### src/sv/capped_adjacency_table_macros.svh
// assertion macros for the capped adjacency table
`ifndef CAPPED_ADJACENCY_TABLE_MACROS_SVH
`define CAPPED_ADJACENCY_TABLE_MACROS_SVH

// same-cycle implication, checked out of reset
`define CAT_ASSERT_IMPLY(label, ante, cons) \
	label: assert property (@(posedge clk) disable iff (!arst_n) (ante) |-> (cons)) \
		else $error("capped adjacency table check failed");

// next-cycle implication, checked out of reset
`define CAT_ASSERT_NEXT(label, ante, cons) \
	label: assert property (@(posedge clk) disable iff (!arst_n) (ante) |=> (cons)) \
		else $error("capped adjacency table check failed");

`endif

### src/sv/cat_pkg.sv
// shared constants, codes and types of the capped adjacency table
package cat_pkg;

	localparam int MAX_NODES  = 64;
	localparam int NODE_W     = $clog2(MAX_NODES);
	localparam int MAX_DEGREE = 16;
	localparam int DEG_W      = $clog2(MAX_DEGREE);
	localparam int BUF_N      = MAX_DEGREE + 1;
	localparam int BUF_W      = $clog2(BUF_N + 1);
	localparam int CAP_W      = 5;
	localparam int FREE_W     = NODE_W + 1;
	localparam int ID_W       = 32;
	localparam int WT_W       = 32;
	localparam int EDGE_AW    = NODE_W + DEG_W;

	typedef enum logic [1:0] {
		OP_UPSERT  = 2'd0,
		OP_QUERY   = 2'd1,
		OP_COMPACT = 2'd2,
		OP_CLEAR   = 2'd3
	} op_t;

	typedef enum logic [1:0] {
		STAT_OK        = 2'd0,
		STAT_NOT_FOUND = 2'd1,
		STAT_FULL      = 2'd2
	} stat_t;

	typedef enum logic [4:0] {
		S_IDLE,
		S_SCAN,
		S_SCAN_END,
		S_DECIDE,
		S_ADD_A,
		S_ADD_B,
		S_EW_CNT,
		S_EW_CNTW,
		S_EW_LRD,
		S_EW_LDAT,
		S_EW_INS,
		S_EW_RANK,
		S_EW_WB,
		S_EW_CW,
		S_CMP,
		S_CMP_ADV,
		S_Q_CNT,
		S_Q_CNTW,
		S_Q_RD,
		S_Q_DAT,
		S_RESP
	} state_t;

	typedef logic [ID_W-1:0] id_t;
	typedef logic [WT_W-1:0] wt_t;

endpackage

### src/sv/cat_rank.sv
// rank of one buffered edge against the whole list, and its keep decision under the cap
module cat_rank (
	input  cat_pkg::id_t               nb [cat_pkg::BUF_N],
	input  cat_pkg::wt_t               wt [cat_pkg::BUF_N],
	input  logic [cat_pkg::BUF_W-1:0]  n,
	input  logic [cat_pkg::BUF_W-1:0]  sel,
	input  logic [cat_pkg::CAP_W-1:0]  cap,
	output logic                       keep
);

	function automatic logic [cat_pkg::WT_W-1:0] mag(input cat_pkg::wt_t w);
		logic [cat_pkg::WT_W-1:0] r;
		r = w[cat_pkg::WT_W-1] ? (~w + 1'b1) : w;
		return r;
	endfunction

	logic [cat_pkg::WT_W-1:0]  sel_mag;
	cat_pkg::id_t              sel_nb;
	logic [cat_pkg::WT_W-1:0]  lane_mag [cat_pkg::BUF_N];
	logic [cat_pkg::BUF_N-1:0] better;
	logic [cat_pkg::BUF_W-1:0] rank;

	always_comb begin
		sel_mag = mag(wt[sel]);
		sel_nb  = nb[sel];
		for (int j = 0; j < cat_pkg::BUF_N; j++) begin
			lane_mag[j] = mag(wt[j]);
			better[j]   = (cat_pkg::BUF_W'(j) < n) &&
				((lane_mag[j] > sel_mag) || ((lane_mag[j] == sel_mag) && (nb[j] < sel_nb)));
		end
		rank = cat_pkg::BUF_W'($countones(better));
		keep = rank < cat_pkg::BUF_W'(cap);
	end

endmodule

### config.mk
export PLATFORM = sky130hd
export DESIGN_NAME = cat_rank
export DESIGN_NICKNAME = d
export VERILOG_FILES = /design/src/sv/capped_adjacency_table_macros.svh /design/src/sv/cat_pkg.sv /design/src/sv/cat_rank.sv
export SDC_FILE = /design/constraint.sdc
export NUM_CORES = 2
export LEC_CHECK = 0
export BUFFER_PORTS_ARGS = -buffer_cell sky130_fd_sc_hd__clkbuf_2
export CORE_AREA = 8 8 427 429
export DETAILED_ROUTE_END_ITERATION = 7
export DIE_AREA = 0 0 435 437
export SYNTH_ARGS = -nofsm -noshare
export SYNTH_HDL_FRONTEND = slang
export SYNTH_SLANG_ARGS = --single-unit
export TNS_END_PERCENT = 50
### constraint.sdc
create_clock -name vclk -period 10.7
set_clock_uncertainty 0.2 [all_clocks]
set_input_delay 0.535 -clock vclk [all_inputs]
set_output_delay 0.535 -clock vclk [all_outputs]
set_load 0.03 [all_outputs]
==> impl_metrics.json <==
{
  "grt_pass1_wl_um": 419000,
  "drive_gt1_frac": 0.319,
  "crit_type": "in -> out",
  "crit_path_end_kind": "output pin",
  "drv_cap": 0,
  "port_buffers": 1104,
  "p_total_mw": 5.19,
  "core_mm2": 0.175,
  "intPower_mw": 2.24,
  "status": "completed",
  "fin_cells": 8925,
  "wl_per_cell_um": 34.6,
  "grt_pass1_vias": 51900,
  "start_util": 0.248,
  "grt_max_degree": 46,
  "switchingPower_mw": 2.95,
  "startpoint": "sel[0]",
  "relSlewSlack": 0.289,
  "p_per_area_mw_per_mm2": 92.5,
  "layout_common_cells": "clkbuf_2, ha_1, buf_4",
  "final_common_cell": "clkbuf_2",
  "crit_path_max_incr_delay_ns": 0.60,
  "area_growth_pct": 29.2,
  "synth_warnings": 0,
  "netlist_area_mm2": 0.0434,
  "cp.required_ns": 9.97,
  "dp_hpwl_um": 281000,
  "critPathLaunchType": "input port",
  "utilization": 0.320,
  "seqPwrFrac": 0,
  "gp_congestion": 1.07,
  "nNetsFinal": 8692,
  "drtIter0Drc": 3968,
  "gr-usage-all-layers": 0.306,
  "fmax_mhz": 96.2,
  "die-area_mm2": 0.190,
  "fp.dieH_um": 437,
  "drc": 0,
  "min_path_cells": 5,
  "nClkBuffers": 0,
  "worst-path-buf-inv": 12,
  "wl_um": 309000,
  "syn_area_per_cell_um2": 8.65,
  "hold_class": "in -> out",
  "clockPowerShare": 0,
  "ys_seq_area_frac": 0,
  "hold_start": "cap[4]",
  "drtAntennaViolNets": 0,
  "leakage_nw": 24.6,
  "slowest_stage": "fa_2",
  "tightest_slew_ns": 1.06,
  "crit_family": "adder cells",
  "synth_nets": 7205,
  "cts_hold_buf": 0,
  "ir_drop_uv": 146,
  "fillCellCount": 18700,
  "syn_inst": 5022,
  "cp.arrival_ns": 9.66,
  "combPwrFrac": 1.000,
  "io_pins": 1104,
  "whs_endpoint": "keep",
  "rsz0062_at_grt": "false",
  "crit_fanout": 16,
  "crit_top_cell": "buf_4",
  "die_x_um": 435,
  "finalCritPeriodShare": 0.971,
  "slew_viol_final": 0,
  "vias_per_cell": 5.81,
  "drt_first_pass_iters": 6,
  "rows": 154,
  "vias": 51800,
  "n_sequential_cell": 0,
  "antenna_found_initial": 138,
  "hold_violations": 0,
  "grt_overflow": 0,
  "yosys.cell_types.count": 105,
  "swShare": 0.569,
  "regArea_um2": 0,
  "dp.cells": 8836,
  "setup_viol": 0,
  "fin_crit_ns": 10.39
}
-- cell usage after synthesis, types with 12 or more instances --
master     instances  share of area
nor4_1            41         0.0059
nor3_1            73         0.0084
o22ai_1           14         0.0020
clkbuf_1         106         0.0092
and4_1            12         0.0024
o211ai_1          23         0.0040
mux4_2           277           0.14
a21oi_1          302          0.035
a2111oi_0         12         0.0024
nand2_1          300          0.026
o21ai_1           12         0.0014
nand2b_1         154          0.022
a221oi_1          22         0.0044
a22oi_1           42         0.0073
nor4b_1           15         0.0030
o31ai_1          151          0.026
or4_1             58          0.010
xor2_1            44         0.0089
or2_2             30         0.0043
mux2i_1           44          0.010
nand4_1          205          0.030
a221o_1           19         0.0044
a21o_1           168          0.029
xnor2_1          506           0.10
a31oi_1           20         0.0029
a211oi_1          36         0.0062
or3_1             82          0.012
nor2b_1          133          0.019
o21a_1            51         0.0088
ha_1            1069           0.31
inv_1             74         0.0064
nor2_1           167          0.014
o21ai_0          375          0.043
nand3_1           61         0.0070
o41ai_1           72          0.015
buf_2             28         0.0032
-- cell families (layout without fill, tap and decap cells) --
group | Yosys count | after routing | share of synthesized area
AO/OA/AOI/OAI | 1423 | 1423 | 0.216
AND/OR/NAND/NOR | 1385 | 1385 | 0.175
adder cells (fa/ha/maj) | 1094 | 1094 | 0.316
XOR/XNOR | 553 | 553 | 0.112
multiplexers | 328 | 328 | 0.156
buffers and inverters | 239 | 1724 | 0.0252
other | 0 | 78 | 0
-- metal layers --
layer	part of all wire	GRT usage	up-vias
li1	-	-	23100
met1	0.34	0.315	25000
met2	0.50	0.551	2774
met3	0.051	0.0336	953
met4	0.10	0.268	12
met5	0.00022	0	-
-- power by group through the flow --
stage	combinational [mW]	sequential, mW	clock [mW]
after floorplan	2.85	0	0
after global placement	5.02	0	0
after detailed placement	5.04	0	0
after CTS	5.10	0	0
after global routing	5.66	0	0.000000840
final	5.19	0	0.00000100
-- final cells by class --
cell class | count | area (um2) | share of cell area
antenna | 78 | 195 | 0.00348
tap | 2340 | 2930 | 0.0522
multi-input combinational | 4783 | 42800 | 0.762
timing repair buffer | 1648 | 9920 | 0.177
inverter | 76 | 285 | 0.00508
-- what timing repair did --
action,CTS,global route
pin swaps,4,13
gates resized for setup,22,32
setup endpoints to repair,1,1
setup buffers,5,5
hold endpoints to repair,0,0
gates cloned,1,0
-- worst max path at each step --
stage,end,slack [ns],depth (start not counted)
after CTS,keep,0.004,42
final,keep,0.31,40
after floorplan,keep,0.03,39
after global routing,keep,0.004,40
after detailed placement,keep,-0.46,34
after global placement,keep,-0.48,34
-- metrics by stage --
step / setup WS [ns] / hold slack (ns) / TNS (ns) / area, um2
6_report: 0.309 / 1.35 / 0 / 56100
5_1_grt: 0.00407 / 1.36 / 0 / 56100
4_1_cts: 0.00432 / 1.36 / 0 / 55700
2_1_floorplan: 0.0343 / 1.13 / 0 / 43500
3_3_place_gp: -0.477 / 1.38 / -0.477 / 55600
3_5_place_dp: -0.463 / 1.37 / -0.463 / 55600
No activity file was read; power rests on OpenSTA's default activity.
